### src/hw/rtl/ille_pkg.sv
package ille_pkg;

    localparam int CAPACITY = 64;
    localparam int VALUE_W  = 32;
    localparam int FUNC_W   = 3;
    localparam int STATUS_W = 2;
    localparam int POS_W    = 7;
    localparam int IDX_W    = $clog2(CAPACITY);
    localparam int CNT_W    = $clog2(CAPACITY + 1);
    localparam int CMP_W    = (POS_W > CNT_W) ? POS_W : CNT_W;

    localparam logic [FUNC_W-1:0] FN_ADD_FRONT    = 3'd0;
    localparam logic [FUNC_W-1:0] FN_ADD_BACK     = 3'd1;
    localparam logic [FUNC_W-1:0] FN_INSERT       = 3'd2;
    localparam logic [FUNC_W-1:0] FN_REMOVE_FRONT = 3'd3;
    localparam logic [FUNC_W-1:0] FN_REMOVE_BACK  = 3'd4;
    localparam logic [FUNC_W-1:0] FN_READ         = 3'd5;

    localparam logic [STATUS_W-1:0] ST_OK    = 2'd0;
    localparam logic [STATUS_W-1:0] ST_EMPTY = 2'd1;
    localparam logic [STATUS_W-1:0] ST_RANGE = 2'd2;
    localparam logic [STATUS_W-1:0] ST_FULL  = 2'd3;

    typedef enum logic [1:0] {
        S_IDLE,
        S_WALK,
        S_EMIT
    } t_state;

    typedef enum logic [2:0] {
        CO_HOLD,
        CO_LOAD_TAP,
        CO_SHIFT_TAP,
        CO_INSERT,
        CO_POP_FRONT
    } t_cell_op;

    typedef struct packed {
        t_cell_op             op;
        logic [CMP_W-1:0]     pos;
        logic [VALUE_W-1:0]   item;
    } t_cell_ctl;

endpackage

### src/hw/rtl/ille_ctrl.sv
module ille_ctrl import ille_pkg::*; (
    input  logic                      i_clk,
    input  logic                      i_rst_n,
    input  logic                      i_req_valid,
    output logic                      o_req_ready,
    input  logic [FUNC_W-1:0]         i_func,
    input  logic [VALUE_W-1:0]        i_item,
    input  logic [POS_W-1:0]          i_position,
    input  logic [VALUE_W-1:0]        i_tap,
    output t_cell_ctl                 o_ctl,
    output logic                      o_rsp_valid,
    input  logic                      i_rsp_ready,
    output logic signed [VALUE_W-1:0] o_read_value,
    output logic [STATUS_W-1:0]       o_status,
    output logic [CNT_W-1:0]          o_count
);

    t_state              r_state, n_state;
    logic [CNT_W-1:0]    r_count, n_count;
    logic [FUNC_W-1:0]   r_func;
    logic [VALUE_W-1:0]  r_item;
    logic [CMP_W-1:0]    r_pos;
    logic [STATUS_W-1:0] r_status;
    logic                r_use_tap;
    logic [CMP_W-1:0]    r_walk, n_walk;
    logic                r_out_valid, n_out_valid;
    logic [VALUE_W-1:0]  r_out_value;
    logic [STATUS_W-1:0] r_out_status;
    logic [CNT_W-1:0]    r_out_count;

    logic                w_accept;
    logic                w_out_free;
    logic                w_full;
    logic                w_empty;
    logic [CMP_W-1:0]    w_cnt;
    logic [CMP_W-1:0]    w_pos;
    logic [STATUS_W-1:0] d_status;
    logic                d_tap;
    logic [CMP_W-1:0]    d_idx;
    logic                w_emit;
    logic                w_grow;
    logic                w_shrink;

    assign o_req_ready = (r_state == S_IDLE);
    assign w_accept    = i_req_valid && o_req_ready;
    assign w_out_free  = !r_out_valid || i_rsp_ready;
    assign w_cnt       = CMP_W'(r_count);
    assign w_pos       = CMP_W'(i_position);
    assign w_full      = (r_count == CNT_W'(CAPACITY));
    assign w_empty     = (r_count == '0);

    // request decode against the current length
    always_comb begin
        d_status = ST_OK;
        d_tap    = 1'b0;
        d_idx    = w_pos;
        unique case (i_func)
            FN_ADD_FRONT: begin
                d_idx = '0;
                if (w_full) d_status = ST_FULL;
            end
            FN_ADD_BACK: begin
                d_idx = w_cnt;
                if (w_full) d_status = ST_FULL;
            end
            FN_INSERT: begin
                if (w_pos > w_cnt) begin
                    d_status = ST_RANGE;
                end else if (w_full) begin
                    d_status = ST_FULL;
                end
            end
            FN_REMOVE_FRONT: begin
                d_idx = '0;
                if (w_empty) d_status = ST_EMPTY;
                else         d_tap    = 1'b1;
            end
            FN_REMOVE_BACK: begin
                d_idx = w_cnt - CMP_W'(1);
                if (w_empty) d_status = ST_EMPTY;
                else         d_tap    = 1'b1;
            end
            FN_READ: begin
                if (w_empty) begin
                    d_status = ST_EMPTY;
                end else if (w_pos >= w_cnt) begin
                    d_status = ST_RANGE;
                end else begin
                    d_tap = 1'b1;
                end
            end
            default: begin
            end
        endcase
    end

    assign w_emit   = (r_state == S_EMIT) && w_out_free;
    assign w_grow   = (r_status == ST_OK) && ((r_func == FN_ADD_FRONT) ||
                      (r_func == FN_ADD_BACK) || (r_func == FN_INSERT));
    assign w_shrink = (r_status == ST_OK) && ((r_func == FN_REMOVE_FRONT) ||
                      (r_func == FN_REMOVE_BACK));

    // next state
    always_comb begin
        n_state = r_state;
        unique case (r_state)
            S_IDLE: begin
                if (w_accept) n_state = d_tap ? S_WALK : S_EMIT;
            end
            S_WALK: begin
                if (r_walk == '0) n_state = S_EMIT;
            end
            S_EMIT: begin
                if (w_out_free) n_state = S_IDLE;
            end
            default: n_state = S_IDLE;
        endcase
    end

    // cell commands
    always_comb begin
        o_ctl.op   = CO_HOLD;
        o_ctl.pos  = r_pos;
        o_ctl.item = r_item;
        unique case (r_state)
            S_IDLE: begin
                o_ctl.pos = d_idx;
                if (w_accept && d_tap) o_ctl.op = CO_LOAD_TAP;
            end
            S_WALK: begin
                if (r_walk != '0) o_ctl.op = CO_SHIFT_TAP;
            end
            S_EMIT: begin
                if (w_emit && w_grow) begin
                    o_ctl.op = CO_INSERT;
                end else if (w_emit && (r_status == ST_OK) &&
                             (r_func == FN_REMOVE_FRONT)) begin
                    o_ctl.op = CO_POP_FRONT;
                end
            end
            default: begin
            end
        endcase
    end

    always_comb begin
        n_count = r_count;
        if (w_emit && w_grow)        n_count = r_count + CNT_W'(1);
        else if (w_emit && w_shrink) n_count = r_count - CNT_W'(1);
    end

    always_comb begin
        n_walk = r_walk;
        if (w_accept)                                n_walk = d_idx;
        else if (r_state == S_WALK && r_walk != '0)  n_walk = r_walk - CMP_W'(1);
    end

    always_comb begin
        n_out_valid = r_out_valid;
        if (w_emit)           n_out_valid = 1'b1;
        else if (i_rsp_ready) n_out_valid = 1'b0;
    end

    always_ff @(posedge i_clk) begin
        if (!i_rst_n) begin
            r_state     <= S_IDLE;
            r_count     <= '0;
            r_out_valid <= 1'b0;
        end else begin
            r_state     <= n_state;
            r_count     <= n_count;
            r_out_valid <= n_out_valid;
        end
    end

    always_ff @(posedge i_clk) begin
        r_walk <= n_walk;
        if (w_accept) begin
            r_func    <= i_func;
            r_item    <= i_item;
            r_pos     <= d_idx;
            r_status  <= d_status;
            r_use_tap <= d_tap;
        end
        if (w_emit) begin
            r_out_value  <= r_use_tap ? i_tap : '0;
            r_out_status <= r_status;
            r_out_count  <= n_count;
        end
    end

    assign o_rsp_valid  = r_out_valid;
    assign o_read_value = r_out_value;
    assign o_status     = r_out_status;
    assign o_count      = r_out_count;

endmodule

### config.mk
export PLATFORM = sky130hd
export DESIGN_NAME = ille_ctrl
export DESIGN_NICKNAME = d
export VERILOG_FILES = /design/src/hw/rtl/ille_pkg.sv /design/src/hw/rtl/ille_ctrl.sv
export SDC_FILE = /design/constraint.sdc
export NUM_CORES = 1
export LEC_CHECK = 0
export BUFFER_PORTS_ARGS = -buffer_cell sky130_fd_sc_hd__buf_2
export CELL_PAD_IN_SITES_DETAIL_PLACEMENT = 0
export CELL_PAD_IN_SITES_GLOBAL_PLACEMENT = 1
export CORE_MARGIN = 4
export CORE_UTILIZATION = 29
export DETAILED_ROUTE_END_ITERATION = 16
export PLACE_DENSITY = 0.64
export SLEW_MARGIN = 20
export SYNTH_ARGS = -nofsm -noshare
export SYNTH_HDL_FRONTEND = slang
export SYNTH_SLANG_ARGS = --single-unit
### constraint.sdc
create_clock -name i_clk -period 4.4 [get_ports i_clk]
set_input_delay 0 -clock i_clk [delete_from_list [all_inputs] [get_ports i_clk]]
set_output_delay 0 -clock i_clk [all_outputs]
set_load 0.1 [all_outputs]
==> impl_metrics.json <==
{
  "status": "completed",
  "nNetsFinal": 678,
  "clock_skew_ns": 0.009415,
  "cts_setup_buffers": 0,
  "leakage_nw": 2.706,
  "antenna_found_initial": 0,
  "holdPathStages": 1,
  "grt_pass1_vias": 3714,
  "syn_avg_cell_area_um2": 12.73,
  "cp.arrival_ns": 2.86,
  "overflow": 0,
  "critPathSlowestCell": "or4b_4",
  "wl_um": 12980,
  "worst_pin_slew_ns": 0.7809,
  "io_pins": 163,
  "synth-edff-count": 93,
  "grt_max_degree": 35,
  "syn-cell-area_mm2": 0.004633,
  "async_flop_share": 0,
  "clk_latency_ns": 0.35,
  "htree_levels": 3,
  "hold_viol_final": 0,
  "initial_core_util": 0.3003,
  "setup_tns_ns": 0,
  "setup_slack_ns": 1.543,
  "drc_errors": 0,
  "synth_area_leaders": "edfxtp_1 60%, and2_1 5.0%, dfxtp_1 4.3%",
  "synth_top_area_frac": 0.6028,
  "cts_buffers": 9,
  "cts.sinks": 103,
  "area_delta_synth_final_pct": 43.72,
  "yosysMostFrequentCell": "edfxtp_1",
  "fin_crit_ns": 2.857,
  "end_kind": "output pin",
  "ys_seq_elements": 103,
  "startpoint_type": "flip-flop",
  "root_buffer": "clkbuf_16",
  "ir_worst_vdd_mv": 0.1983,
  "path_clk_slew_ns": 0.07,
  "fp.dieW_um": 134.4,
  "pwr_density_cell_mw_per_mm2": 417.5,
  "syn_inst": 364,
  "drv_cap": 0,
  "path_class": "flip-flop to output pin",
  "clock_path_buffers": 2,
  "dieArea_mm2": 0.01806,
  "cp_num_cells": 8,
  "vias": 3682,
  "die_h_um": 134.4,
  "synth_nets": 453,
  "numPortBuffers": 162,
  "synthFlopType": "edfxtp_1",
  "cp.buffers_inverters": 2,
  "hp-class": "input pin to flip-flop",
  "synth.top_cells.by_count": "93 x edfxtp_1, 37 x and2_1, 24 x nand2_1",
  "ant_nets": 0,
  "drt_iter0_markers": 219,
  "pre_cts_slack_ns": 1.944,
  "num_rows": 45,
  "path_cells": "inv_1 > ha_1 > or4b_4 > nor3_1 > o2bb2ai_1 > a22o_1 > mux2_2 > buf_2",
  "drive_gt1_frac": 0.3350,
  "grt_pass1_wl_um": 20130,
  "rsz0062_at_grt": "no",
  "yosysTopAreaCell": "edfxtp_1",
  "fin_crit_sh": 0.6494,
  "first_pass_iters": 5,
  "via_per_inst": 4.574,
  "yosysUniqueCellTypes": 54,
  "place_congestion": 0.8197,
  "fp.coreArea_mm2": 0.01543,
  "slew_violations": 0,
  "cts-resized-gates": 0,
  "cpPeakStageDelay_ns": 0.53,
  "required_ns": 4.40,
  "fmax_ghz": 0.3500,
  "critical-path-top-delay-family": "simple AND/OR/NAND/NOR gates",
  "grtUsageTotal": 0.1433,
  "wl_per_cell_um": 16.12,
  "finalSetupViolations": 0,
  "antenna_cells": 0,
  "r2r_cells": 7,
  "dpl.hpwl_um": 9338,
  "tritoncts": "yes",
  "max_slew_margin": 0.4754,
  "ys_warn_count": 0,
  "seq_area_frac_synth": 0.6460,
  "critPathMaxFanout": 9
}
## logic make-up after synthesis
kind of cell	count (synthesis)	synth area share
compound gates	67	0.09884
buf+inv	32	0.02835
simple gates	132	0.1569
fa+ha+maj	11	0.02971
flops	103	0.6460
xor+xnor	10	0.01890
mux	9	0.02134
## cells in the final DEF (no fill, tap or decap), types with 2 or more instances in the layout
cell / count
mux2_2: 7
mux2i_1: 2
nand4_1: 3
nand3_1: 6
o22ai_1: 5
buf_4: 2
inv_1: 14
a21boi_0: 2
xor2_1: 3
a211oi_1: 3
or3_1: 2
buf_2: 162
a22oi_1: 2
or2_1: 2
a22o_1: 2
a211o_1: 2
nand2_1: 24
o31ai_1: 2
nor2b_1: 4
a32oi_1: 2
or3b_2: 3
edfxtp_1: 93
nor3_1: 5
xnor2_1: 7
ha_1: 11
and2_1: 37
nor2_1: 22
nand3b_1: 5
a21oi_1: 19
o21ai_0: 14
nand2b_1: 7
and3_1: 3
clkbuf_16: 9
inv_8: 2
dfxtp_1: 10
o41ai_1: 2
a21o_1: 2
dlygate4sd3_1: 66
## layer usage
metal,global-route usage,share of wire,vias up
met5,0,0,-
met4,0.05543,0.018,0
met3,0.03451,0.075,16
met2,0.2346,0.47,153
met1,0.1837,0.44,1724
li1,-,-,1789
## cell type report
cell class              count  area, um^2
flip-flops and latches    103        2993
multi-input cells         229        1516
well taps                 211       264.0
clock buffers               9       225.2
inverters                  15       56.30
repair buffers            231        1514
clock inverters             7       90.09
fillers                  1491        8768
## flip-flops by register name, indices dropped and copies added (netlist names)
register / cells
o_rsp_valid: 1
o_status: 2
r_item: 32
r_func: 3
r_walk: 7
r_state: 2
o_count: 7
r_status: 2
r_count: 7
o_read_value: 32
r_use_tap: 1
r_pos: 7
## where the power goes
part           leakage [nW]  internal (W)  switching (W)  total, W
Sequential            0.975       0.00115      0.0000367   0.00119
Clock                 0.153      0.000455       0.000388  0.000843
Combinational          1.58      0.000176       0.000570  0.000746
## stage by stage
| stage | std cells | utilization | hold WS (ns) | instance area [um^2] | total power (W) |
|---|---|---|---|---|---|
| after global routing | 805 | 0.4316 | 0.02158 | 6659 | 0.002892 |
| after detailed placement | 723 | 0.3684 | 0.1782 | 5683 | 0.001916 |
| after global placement | 722 | 0.3666 | 0.1776 | 5655 | 0.001909 |
| after floorplan | 364 | - | 0.09887 | 4633 | 0.001768 |
| final | 805 | 0.4316 | 0.02644 | 6659 | 0.002780 |
| after CTS | 805 | 0.4316 | 0.01091 | 6659 | 0.002814 |
## final timing paths
path | start | to | slack (ns)
setup / recovery | r_count[1] | o_ctl[38] | 1.54
hold / removal | i_func[2] | r_func[2] | 0.03
setup reg to reg | r_count[1] | r_walk[6] | 2.10
hold reg to reg | r_status[1] | o_status[1] | 0.45
## what timing repair did
item                                    CTS  global route
endpoints found under the setup margin    0             0
endpoints found under the hold margin    66             0
hold buffers                             66             0
## worst register-to-register path, stage by stage (launching register included)
cell       delay, ns
dfxtp_1         0.40
inv_1           0.15
ha_1            0.23
or4b_4          0.53
nor3_2          0.17
o2bb2ai_1       0.09
a22o_1          0.24
mux2_2          0.27
Note: power is estimated with default switching activity, not from simulation.
