### src/hw/rtl/ille_pkg.sv
package ille_pkg;

    localparam int CAPACITY = 64;
    localparam int VALUE_W  = 32;
    localparam int FUNC_W   = 3;
    localparam int STATUS_W = 2;
    localparam int POS_W    = 7;
    localparam int IDX_W    = $clog2(CAPACITY);
    localparam int CNT_W    = $clog2(CAPACITY + 1);
    localparam int CMP_W    = (POS_W > CNT_W) ? POS_W : CNT_W;

    localparam logic [FUNC_W-1:0] FN_ADD_FRONT    = 3'd0;
    localparam logic [FUNC_W-1:0] FN_ADD_BACK     = 3'd1;
    localparam logic [FUNC_W-1:0] FN_INSERT       = 3'd2;
    localparam logic [FUNC_W-1:0] FN_REMOVE_FRONT = 3'd3;
    localparam logic [FUNC_W-1:0] FN_REMOVE_BACK  = 3'd4;
    localparam logic [FUNC_W-1:0] FN_READ         = 3'd5;

    localparam logic [STATUS_W-1:0] ST_OK    = 2'd0;
    localparam logic [STATUS_W-1:0] ST_EMPTY = 2'd1;
    localparam logic [STATUS_W-1:0] ST_RANGE = 2'd2;
    localparam logic [STATUS_W-1:0] ST_FULL  = 2'd3;

    typedef enum logic [1:0] {
        S_IDLE,
        S_WALK,
        S_EMIT
    } t_state;

    typedef enum logic [2:0] {
        CO_HOLD,
        CO_LOAD_TAP,
        CO_SHIFT_TAP,
        CO_INSERT,
        CO_POP_FRONT
    } t_cell_op;

    typedef struct packed {
        t_cell_op             op;
        logic [CMP_W-1:0]     pos;
        logic [VALUE_W-1:0]   item;
    } t_cell_ctl;

endpackage

### src/hw/rtl/ille_cell.sv
module ille_cell import ille_pkg::*; (
    input  logic               i_clk,
    input  t_cell_ctl          i_ctl,
    input  logic [IDX_W-1:0]   i_index,
    input  logic [VALUE_W-1:0] i_prev_value,
    input  logic [VALUE_W-1:0] i_next_value,
    input  logic [VALUE_W-1:0] i_next_tap,
    output logic [VALUE_W-1:0] o_value,
    output logic [VALUE_W-1:0] o_tap
);

    logic [VALUE_W-1:0] r_value, n_value;
    logic [VALUE_W-1:0] r_tap, n_tap;
    logic [CMP_W-1:0]   w_index;

    assign w_index = CMP_W'(i_index);

    always_comb begin
        n_value = r_value;
        n_tap   = r_tap;
        unique case (i_ctl.op)
            CO_LOAD_TAP: begin
                n_tap = (w_index == i_ctl.pos) ? r_value : '0;
            end
            CO_SHIFT_TAP: begin
                n_tap = i_next_tap;
            end
            CO_INSERT: begin
                if (w_index == i_ctl.pos) begin
                    n_value = i_ctl.item;
                end else if (w_index > i_ctl.pos) begin
                    n_value = i_prev_value;
                end
            end
            CO_POP_FRONT: begin
                n_value = i_next_value;
            end
            default: begin
            end
        endcase
    end

    always_ff @(posedge i_clk) begin
        r_value <= n_value;
        r_tap   <= n_tap;
    end

    assign o_value = r_value;
    assign o_tap   = r_tap;

endmodule

### config.mk
export PLATFORM = sky130hd
export DESIGN_NAME = ille_cell
export DESIGN_NICKNAME = d
export VERILOG_FILES = /design/src/hw/rtl/ille_pkg.sv /design/src/hw/rtl/ille_cell.sv
export SDC_FILE = /design/constraint.sdc
export NUM_CORES = 1
export LEC_CHECK = 0
export BUFFER_PORTS_ARGS = -buffer_cell sky130_fd_sc_hd__buf_2
export CAP_MARGIN = 0
export CORE_MARGIN = 2
export CORE_UTILIZATION = 39
export CTS_CLUSTER_DIAMETER = 80
export DETAILED_ROUTE_END_ITERATION = 12
export PLACE_DENSITY_LB_ADDON = 0.08
export SLEW_MARGIN = 20
export SYNTH_ARGS = -nofsm -noshare
export SYNTH_HDL_FRONTEND = slang
export SYNTH_SLANG_ARGS = --single-unit
### constraint.sdc
create_clock -name i_clk -period 4.54 [get_ports i_clk]
set_input_delay 1.135 -clock i_clk [delete_from_list [all_inputs] [get_ports i_clk]]
set_output_delay 1.135 -clock i_clk [all_outputs]
set_load 0.02 [all_outputs]
==> results of run 1 <==
==> synthesized netlist by cell type, drive strengths merged <==
master  instances
nand4          32
nand2          97
nor2            1
nand3          34
nand4b          1
nand2b          1
or3b            2
a21oi           1
a31oi           1
buf            12
nand3b          1
edfxtp         64
and3            1
o311ai          1
and4b           1
clkbuf         22
o21ai          32
inv             6
ha              6
nor3b           2
a211o           1
o211ai         32
xnor2           1
a21o            1
==> worst reg2reg max path, stage by stage (launching register included) <==
cell	delay (ns)
edfxtp_1	0.43
nand2_1	0.09
o21ai_1	0.07
==> metrics by stage <==
step | power (mW) | std cells | cell area, um^2
after floorplan | 0.851 | 353 | 3430
after global placement | 0.971 | 643 | 4560
after detailed placement | 0.978 | 644 | 4570
after CTS | 1.39 | 660 | 4740
after global routing | 1.44 | 660 | 4740
final | 1.38 | 660 | 4740
==> per-layer routing <==
| metal | part of all wire | wire, um | GRT usage |
|---|---|---|---|
| met3 | 0.074 | 763 | 0.0496 |
| met4 | 0.024 | 244 | 0.0897 |
| met5 | 0 | 0 | 0 |
| met2 | 0.49 | 5110 | 0.367 |
| met1 | 0.41 | 4250 | 0.258 |
==> area by class of cell <==
| type | instances | area [um^2] | area share |
|---|---|---|---|
| clock inverters | 6 | 36.3 | 0.00765 |
| repair buffers | 217 | 1120 | 0.235 |
| flip-flops and latches | 64 | 1920 | 0.405 |
| well taps | 108 | 135 | 0.0285 |
| multi-input cells | 249 | 1380 | 0.291 |
| clock buffers | 10 | 128 | 0.0269 |
| inverters | 6 | 22.5 | 0.00475 |
==> cell usage in the layout (no fill, tap or decap), types with 8 or more instances in the layout <==
cell      Yosys  routed
clkbuf_8      0       9
buf_4         0       8
nand3_1      34      34
edfxtp_1     64      64
buf_2         9     208
o211ai_1     32      32
o21ai_1      32      32
nand2_1      97      96
nand4_1      32      32
==> kinds of logic (layout without fill, tap and decap cells) <==
group | count (synthesis) | after routing
AND/OR/NAND/NOR | 173 | 173
AO/OA/AOI/OAI | 69 | 69
flip-flops | 64 | 64
buffers and inverters | 40 | 239
adder cells (fa/ha/maj) | 6 | 6
XOR/XNOR | 1 | 1
==> power groups by stage <==
stage	Combinational, mW	Clock, mW	Sequential [mW]
finish	0.260	0.415	0.704
global route	0.285	0.447	0.707
CTS	0.261	0.423	0.704
detailed placement	0.261	0	0.717
global placement	0.255	0	0.716
floorplan	0.0985	0	0.753
==> registers in the layout, indices dropped and copies added, names as in the netlist <==
name     cells
o_value     32
o_tap       32
==> worst paths after layout <==
| path | startpoint | to | slack (ns) | depth (start not counted) |
|---|---|---|---|---|
| setup / recovery | i_ctl[37] | o_value[11]$_DFFE_PP_ | 1.62 | 6 |
| hold / removal | o_value[5]$_DFFE_PP_ | o_tap[5]$_DFFE_PP_ | 0.60 | 2 |
| setup reg to reg | o_value[2]$_DFFE_PP_ | o_tap[2]$_DFFE_PP_ | 3.68 | 2 |
| hold reg to reg | o_value[5]$_DFFE_PP_ | o_tap[5]$_DFFE_PP_ | 0.60 | 2 |
==> summary.txt, run 1 <==
Synthesis
  • Post-Synth Adder-Cell Area: 0.0219
  • Post-synthesis sequential area ratio: 0.561
  • Avg Synthesized Cell Area: ~9.7 um^2
  • Simple-gate share of the synthesized area: 0.239
  • Yosys warns: 0
  • Largest family of logic cells by synthesized area: simple AND/OR/NAND/NOR gates
  • Yosys reg bits: 64
  • Compound-Gate Fraction of Synth Area: 0.128
  • Count of cell types in the netlist: 25
  • Mapped cell area: 3420 um^2
  • Synthesized instance count: 353
  • Multiplexer share of the synthesized area: 0
  • Area leader, netlist: edfxtp_1
  • Post-Syn Nets: 504
  • Xor and xnor area share after synthesis: 0.00256
  • Yosys top cell area share: 0.561
  • Synth top area cells: edfxtp_1, nand2_1, o211ai_1

Flow run
  • Max-cap violations: 0

Global route
  • Largest net degree at the start of global routing: 65
  • Total congestion overflow: 0
  • Gr usage total: 0.214
  • Vias in the first global route: 3349
  • First-pass GRT wire length: 16200 um
  • Initial antenna violation count: 0

Setup path
  • Top delay family on crit path: compound AO/OA/AOI/OAI gates
  • Startpoint Class: input port
  • Slowest cell on the critical path: o311ai_4
  • Slowest cell delay on critical path: 0.79 ns
  • Max FO, Critical Path: 17
  • Worst path bufs/invs: 3
  • Crit. End Element: flip-flop
  • WS Path Type: input port to flip-flop
  • Required @ worst endpoint: about 4.6 ns
  • Critical-path cell list: buf_2, inv_1, ha_1, nand4b_1, o311ai_4, buf_4
  • Arrival @ worst endpoint: 2.95 ns

Pwr
  • Switch Pwr: 0.392 mW
  • Clock share of power: 0.301
  • Worst VDD drop: between 0.1 and 0.15 mV
  • Leak pwr: 2.13 nW
  • Switch share: 0.284
  • Logic pwr share: 0.189
  • Reg power frac: 0.511
  • Pint: 0.986 mW
  • Pwr/cell area: 291 nW/um^2

Detailed routing
  • Final WL: a little over 10000 um
  • Vias per cell: about 5.2
  • Drt pass-1 iters: 4
  • Routed len/inst: 15.7 um
  • DRC viols: 0
  • Iteration-0 DRC Markers: just under 200
  • Antenna-violating nets left: 0
  • DR vias: 3431

STA
  • Final cycle utilization of the critical path: 0.644
  • Fmax achieved: 342 MHz
  • Clock Skew: 0.00457 ns
  • Max Slew Vio Count: 0
  • Worst slew margin: 0.385
  • Final TNS setup: 0 ns
  • Worst-Margin Slew: roughly 0.92 ns
  • Final setup margin: 1.62 ns
  • Final Hold Vio Count: 0
  • Final Critical Period: 2.92 ns
  • RSZ-0062 raised after global routing: no
  • Worst hold margin: between 0.5 and 0.6 ns
  • Setup violations, final: 0

Cells and area
  • Final core occ: 0.549
  • Number of inserted diodes: 0
  • # nets final: 698
  • Fillers: 856
  • Synthesis-to-finish area growth: 38.5%
  • Share of layout cells above drive strength 1: 0.433

Die
  • Rows: 34
  • Core area: approximately 8600 um^2
  • Initial core utilization: 0.396
  • # IOs: around 210
  • Die area: 9540 um^2
  • Die height: around 100 um
  • Die width: around 100 um

Placement
  • DP Wirelength: 7670 um
  • Buffers added on ports: 208
  • Setup slack at placement: 0.925 ns
  • GP Congestion: 0.861

Min path
  • Min-delay worst type: flip-flop to flip-flop

CTS
  • Root Buffer: clkbuf_8
  • Clock sink total: 64
  • CTS-repair resized insts: 0
  • Inserted Clock Buffers: 9
  • Postcts setup bufs: 0
  • Clk slew on worst S/H paths: 0.07 ns
  • CTS Hold Bufs: 0
  • H-tree levels: 3
  • Clk_lat worst skew: 0.33 ns
  • CTS tree: yes
  • Clock Path Buffers: 2

Outcome
  • Outcome: finished clean
Note: power is estimated with default switching activity, not from simulation.
==> run 2, diff against run 1 <==
--- a/config.mk
+++ b/config.mk
@@ -8,7 +8,7 @@
 export BUFFER_PORTS_ARGS = -buffer_cell sky130_fd_sc_hd__buf_2
 export CAP_MARGIN = 0
 export CORE_MARGIN = 2
-export CORE_UTILIZATION = 39
+export CORE_UTILIZATION = 44
 export CTS_CLUSTER_DIAMETER = 80
 export DETAILED_ROUTE_END_ITERATION = 12
 export PLACE_DENSITY_LB_ADDON = 0.08
==> constraint.sdc (replaced) <==
create_clock -name i_clk -period 2.85 [get_ports i_clk]
set_input_delay 0.7125 -clock i_clk [delete_from_list [all_inputs] [get_ports i_clk]]
set_output_delay 0.7125 -clock i_clk [all_outputs]
set_load 0.02 [all_outputs]
==> summary.txt, run 2 (synthesized netlist as in run 1, its figures left out) <==
STA
  • Final cycle utilization of the critical path: 0.751
  • Final Hold Vio Count: 0
  • Worst slew margin: 0.278
  • RSZ-0062 raised after global routing: no
  • Setup violations, final: 0
  • Max Slew Vio Count: 0
  • Clock Skew: 0.00740 ns
  • Fmax achieved: between 400 and 500 MHz
  • Final setup margin: approximately 0.71 ns
  • Final TNS setup: 0 ns
  • Final Critical Period: 2.14 ns
  • Worst-Margin Slew: 1.08 ns

Setup path
  • Arrival @ worst endpoint: 2.34 ns
  • Required @ worst endpoint: approximately 3.1 ns
  • Flop-to-flop setup slack: 2.02 ns
  • Crit. End Element: flip-flop
  • Critical-path cell list: buf_2, inv_1, ha_1, and4b_1, buf_4, nand4_1, nand3_1
  • Worst path bufs/invs: 3
  • Slowest cell delay on critical path: 0.60 ns
  • WS Path Type: input port to flip-flop
  • Max FO, Critical Path: 17
  • Startpoint Class: input port
  • Top delay family on crit path: simple AND/OR/NAND/NOR gates
  • Slowest cell on the critical path: and4b_1

Placement
  • Buffers added on ports: between 200 and 250
  • DP Wirelength: between 7000 and 8000 um
  • GP Congestion: around 0.91
  • Setup slack at placement: 0.359 ns

Global route
  • Met2 Use GR: 0.402
  • Gr usage total: 0.234
  • Met3 Use GR: 0.0411
  • Initial antenna violation count: 0
  • Routing usage on met1: 0.287
  • GRT busiest layer: met2
  • Total congestion overflow: 0
  • First-pass GRT wire length: 15300 um
  • Largest net degree at the start of global routing: 33
  • Vias in the first global route: 3264

Detailed routing
  • Drt pass-1 iters: 5
  • DRC viols: 0
  • Antenna-violating nets left: 0
  • Iteration-0 DRC Markers: 171
  • Routed len/inst: 15.1 um
  • DR vias: 3432
  • Final WL: 9890 um
  • Vias per cell: ~5.2

Cells and area
  • Number of inserted diodes: 0
  • Most common cell after layout, fill and taps aside: buf_2
  • Fillers: 698
  • Synthesis-to-finish area growth: 39.7%
  • # nets final: 701
  • Commonest non-fill, non-tap cells in the layout: buf_2, nand2_1, edfxtp_1
  • Share of layout cells above drive strength 1: 0.431
  • Final core occ: 0.625

Pwr
  • Leak pwr: ~2.2 nW
  • Clock share of power: 0.326
  • Pwr/cell area: 477 nW/um^2
  • Switch Pwr: 0.611 mW
  • Worst VDD drop: ~0.21 mV
  • Switch share: 0.268
  • Reg power frac: 0.491
  • Logic pwr share: 0.184
  • Pint: roughly 1.7 mW

Die
  • Core area: approximately 7600 um^2
  • # IOs: between 200 and 250
  • Initial core utilization: 0.448
  • Die height: 92.2 um
  • Die area: around 8500 um^2
  • Rows: 32
  • Die width: 92.2 um

CTS
  • Clock Path Buffers: 2
  • Clk slew on worst S/H paths: roughly 0.060 ns
  • H-tree levels: 3
  • CTS tree: yes
  • Postcts setup bufs: 0
  • Inserted Clock Buffers: 9
  • CTS-repair resized insts: 0
  • CTS Hold Bufs: 0
  • Clock sink total: 64
  • Clk_lat worst skew: 0.34 ns
  • Root Buffer: clkbuf_8

Min path
  • Min-delay worst type: flip-flop to flip-flop

Flow run
  • Max-cap violations: 0

Outcome
  • Outcome: finished clean
run 2: worst reg2reg max path, stage by stage, from the launching register on:
cell and delay [ns]:
edfxtp_1 0.42, nand2_1 0.08, o21ai_1 0.07
run 2: stage by stage:
stage          hold slack, ns  instances  area (um^2)  total power, mW
5_1_grt                 0.613        657         4780             2.38
3_5_place_dp            0.585        641         4590             1.56
4_1_cts                 0.598        657         4780             2.29
6_report                0.598        657         4780             2.28
3_3_place_gp            0.584        641         4590             1.55
2_1_floorplan           0.715        353         3440             1.36
run 2: area by class of cell:
cell class,count,area (um^2),area share
inverter,6,22.5,0.00471
multi-input combinational,249,1380,0.288
timing repair buffer,220,1140,0.239
tap,102,128,0.0267
clock buffer,11,131,0.0275
sequential,64,1920,0.402
clock inverter,5,57.6,0.0120
run 2: routing by layer:
layer / vias up / routed length (um)
li1: 1703 / -
met5: - / 0
met1: 1544 / 3880
met2: 165 / 4860
met4: 0 / 230
met3: 20 / 924
run 2: power groups by stage:
stage / logic (mW) / registers (mW) / clock network (mW)
after floorplan: 0.159 / 1.20 / 0
after global placement: 0.412 / 1.14 / 0
after detailed placement: 0.418 / 1.14 / 0
after CTS: 0.419 / 1.12 / 0.756
after global routing: 0.459 / 1.12 / 0.798
final: 0.418 / 1.12 / 0.742
run 2: path summary, 6_finish.rpt:
check                   startpoint                     to  cells after the start
max                      i_ctl[37]  o_value[12]$_DFFE_PP_                      7
min           o_value[1]$_DFFE_PP_     o_tap[1]$_DFFE_PP_                      2
max reg2reg  o_value[30]$_DFFE_PP_    o_tap[30]$_DFFE_PP_                      2
min reg2reg   o_value[1]$_DFFE_PP_     o_tap[1]$_DFFE_PP_                      2
==> run 3, diff against run 2 <==
--- a/config.mk
+++ b/config.mk
@@ -5,6 +5,7 @@
 export SDC_FILE = /design/constraint.sdc
 export NUM_CORES = 1
 export LEC_CHECK = 0
+export ABC_AREA = 1
 export BUFFER_PORTS_ARGS = -buffer_cell sky130_fd_sc_hd__buf_2
 export CAP_MARGIN = 0
 export CORE_MARGIN = 2
==> constraint.sdc (replaced) <==
create_clock -name i_clk -period 2.05 [get_ports i_clk]
set_input_delay 0.5125 -clock i_clk [delete_from_list [all_inputs] [get_ports i_clk]]
set_output_delay 0.5125 -clock i_clk [all_outputs]
set_load 0.02 [all_outputs]
==> summary.txt, run 3 <==
Outcome
  • Outcome: finished clean

Synthesis
  • Yosys reg bits: 64
  • Count leader, synth: nand2_1
  • Yosys top cell area share: 0.530
  • Synth top area cells: edfxtp_1, nand2_1, nand3_1
  • Post-synth EDFFs: 64
  • Main synth FF type: edfxtp_1
  • Mapped cell area: 3620 um^2
  • Yosys warns: 0
  • Post-synthesis sequential area ratio: 0.530
  • Area leader, netlist: edfxtp_1
  • Count of cell types in the netlist: 20
  • Post-synth ARST share: 0
  • Avg Synthesized Cell Area: 8.02 um^2
  • Post-Syn Nets: 603
  • List of most frequent post-synthesis cells: nand2_1, inv_1, edfxtp_1, nand3_1, buf_2
  • Synthesized instance count: 452

Cells and area
  • # nets final: 810
  • Most common cell after layout, fill and taps aside: buf_2
  • Share of layout cells above drive strength 1: 0.387
  • Post-route insts no fill: 769
  • Number of inserted diodes: 0
  • Synthesis-to-finish area growth: 40.8%
  • Commonest non-fill, non-tap cells in the layout: buf_2, nand2_1, inv_1

Placement
  • DP Wirelength: 7070 um
  • Buffers added on ports: 208
  • GP Congestion: about 0.84
  • Inst Count DP: 753

STA
  • Final Critical Period: 1.66 ns
  • RSZ-0062 raised after global routing: no
  • Worst-Margin Slew: 0.572 ns
  • Clock Skew: approximately 0.0033 ns
  • Final Hold Vio Count: 0
  • Max Slew Vio Count: 0
  • Fmax achieved: ~600 MHz
  • Setup violations, final: 0
  • Final cycle utilization of the critical path: 0.809
  • Worst slew margin: 0.618

Global route
  • Vias in the first global route: 3174
  • First-pass GRT wire length: 14000 um
  • Gr usage total: 0.202
  • Total congestion overflow: 0
  • Initial antenna violation count: 0
  • Largest net degree at the start of global routing: 36

Die
  • Rows: 33
  • Die height: ~95 um
  • Core area: 8090 um^2
  • # IOs: 209
  • Die width: 94.8 um
  • Initial core utilization: 0.448
  • Die area: 8980 um^2

Detailed routing
  • Drt pass-1 iters: 4
  • DRC viols: 0
  • Iteration-0 DRC Markers: between 100 and 150
  • Antenna-violating nets left: 0
  • Routed len/inst: between 10 and 15 um
  • DR vias: 3451
  • Final WL: 9030 um
  • Vias per cell: 4.49

CTS
  • Clk slew on worst S/H paths: roughly 0.060 ns
  • Inserted Clock Buffers: 9
  • Clk_lat worst skew: approximately 0.32 ns
  • H-tree levels: 3
  • Clock Path Buffers: 2
  • Clock sink total: 64
  • Root Buffer: clkbuf_8
  • Postcts setup bufs: 0
  • CTS tree: yes
  • CTS-repair resized insts: 0
  • CTS Hold Bufs: 0

Setup path
  • Crit. End Element: flip-flop
  • Required @ worst endpoint: about 2.1 ns
  • Arrival @ worst endpoint: roughly 1.7 ns
  • Startpoint Class: input port
  • WS Path Type: input port to flip-flop
  • Max FO, Critical Path: 32

Pwr
  • Worst VDD drop: 0.368 mV
  • Pwr/cell area: ~640 nW/um^2
  • Leak pwr: between 2 and 3 nW
  • Pwr Total: 3.29 mW

Min path
  • Min-delay worst type: input port to flip-flop

Flow run
  • Max-cap violations: 0
run 3: cell types whose count changed after synthesis, sizes merged, moves of 9 or more:
cell	previous run	this run
inv	6	79
clkbuf	22	0
nand4	32	0
o211ai	32	0
nand3	34	64
o21ai	32	1
buf	12	21
nand2	97	205
run 3: power by group:
| group | switching, mW | internal (mW) |
|---|---|---|
| combinational | 0.342 | 0.248 |
| clock | 0.438 | 0.680 |
| sequential | 0.0377 | 1.54 |
| total | 0.818 | 2.47 |
run 3: cell families (layout without fill, tap and decap cells):
| logic type | after synthesis | count (layout) | synth area share |
|---|---|---|---|
| adder cells (fa/ha/maj) | 6 | 6 | 0.0207 |
| flip-flops | 64 | 64 | 0.530 |
| AO/OA/AOI/OAI | 3 | 3 | 0.00414 |
| buffers and inverters | 100 | 312 | 0.122 |
| AND/OR/NAND/NOR | 279 | 279 | 0.323 |
run 3: metrics by stage:
| step | TNS (ns) | utilization | hold WS (ns) | setup slack, ns | instance area, um^2 |
|---|---|---|---|---|---|
| after floorplan | -2.67 | - | 0.686 | -0.0833 | 3760 |
| after global placement | 0 | 0.605 | 0.544 | 0.0645 | 4900 |
| after detailed placement | 0 | 0.605 | 0.550 | 0.0434 | 4900 |
| after CTS | 0 | 0.630 | 0.439 | 0.394 | 5100 |
| after global routing | 0 | 0.630 | 0.452 | 0.340 | 5100 |
| final | 0 | 0.630 | 0.457 | 0.391 | 5100 |
run 3: layout make-up:
class                      instances  area (um^2)
timing repair buffer             217         1150
clock buffer                      12          135
inverter                          79          314
clock inverter                     4         68.8
tap                              105          131
multi-input combinational        288         1390
fill                             764         2990
sequential                        64         1920
run 3: worst paths after layout:
check	cells after the start	slack, ns	startpoint	to
worst max-delay path	10	0.39	i_ctl[37]	o_value[10]$_DFFE_PP_
worst min-delay path	3	0.46	i_next_tap[18]	o_tap[18]$_DFFE_PP_
worst max register to register	2	1.21	o_value[29]$_DFFE_PP_	o_tap[29]$_DFFE_PP_
worst min register to register	2	0.56	o_value[12]$_DFFE_PP_	o_tap[12]$_DFFE_PP_
run 3: per-layer routing:
metal	share of wire	vias up	global-route usage
met1	0.38	1474	0.231
met4	0.021	0	0.0942
met3	0.095	14	0.0503
li1	-	1816	-
met2	0.51	147	0.354
met5	0	-	0
run 3: critical path: stages:
cell,delay [ns]
buf_2,0.13
inv_8,0.03
ha_4,0.27
nand2_4,0.05
nor2_4,0.11
nand2_4,0.07
nand2_2,0.08
nor2_4,0.04
a21oi_4,0.16
buf_12,0.21
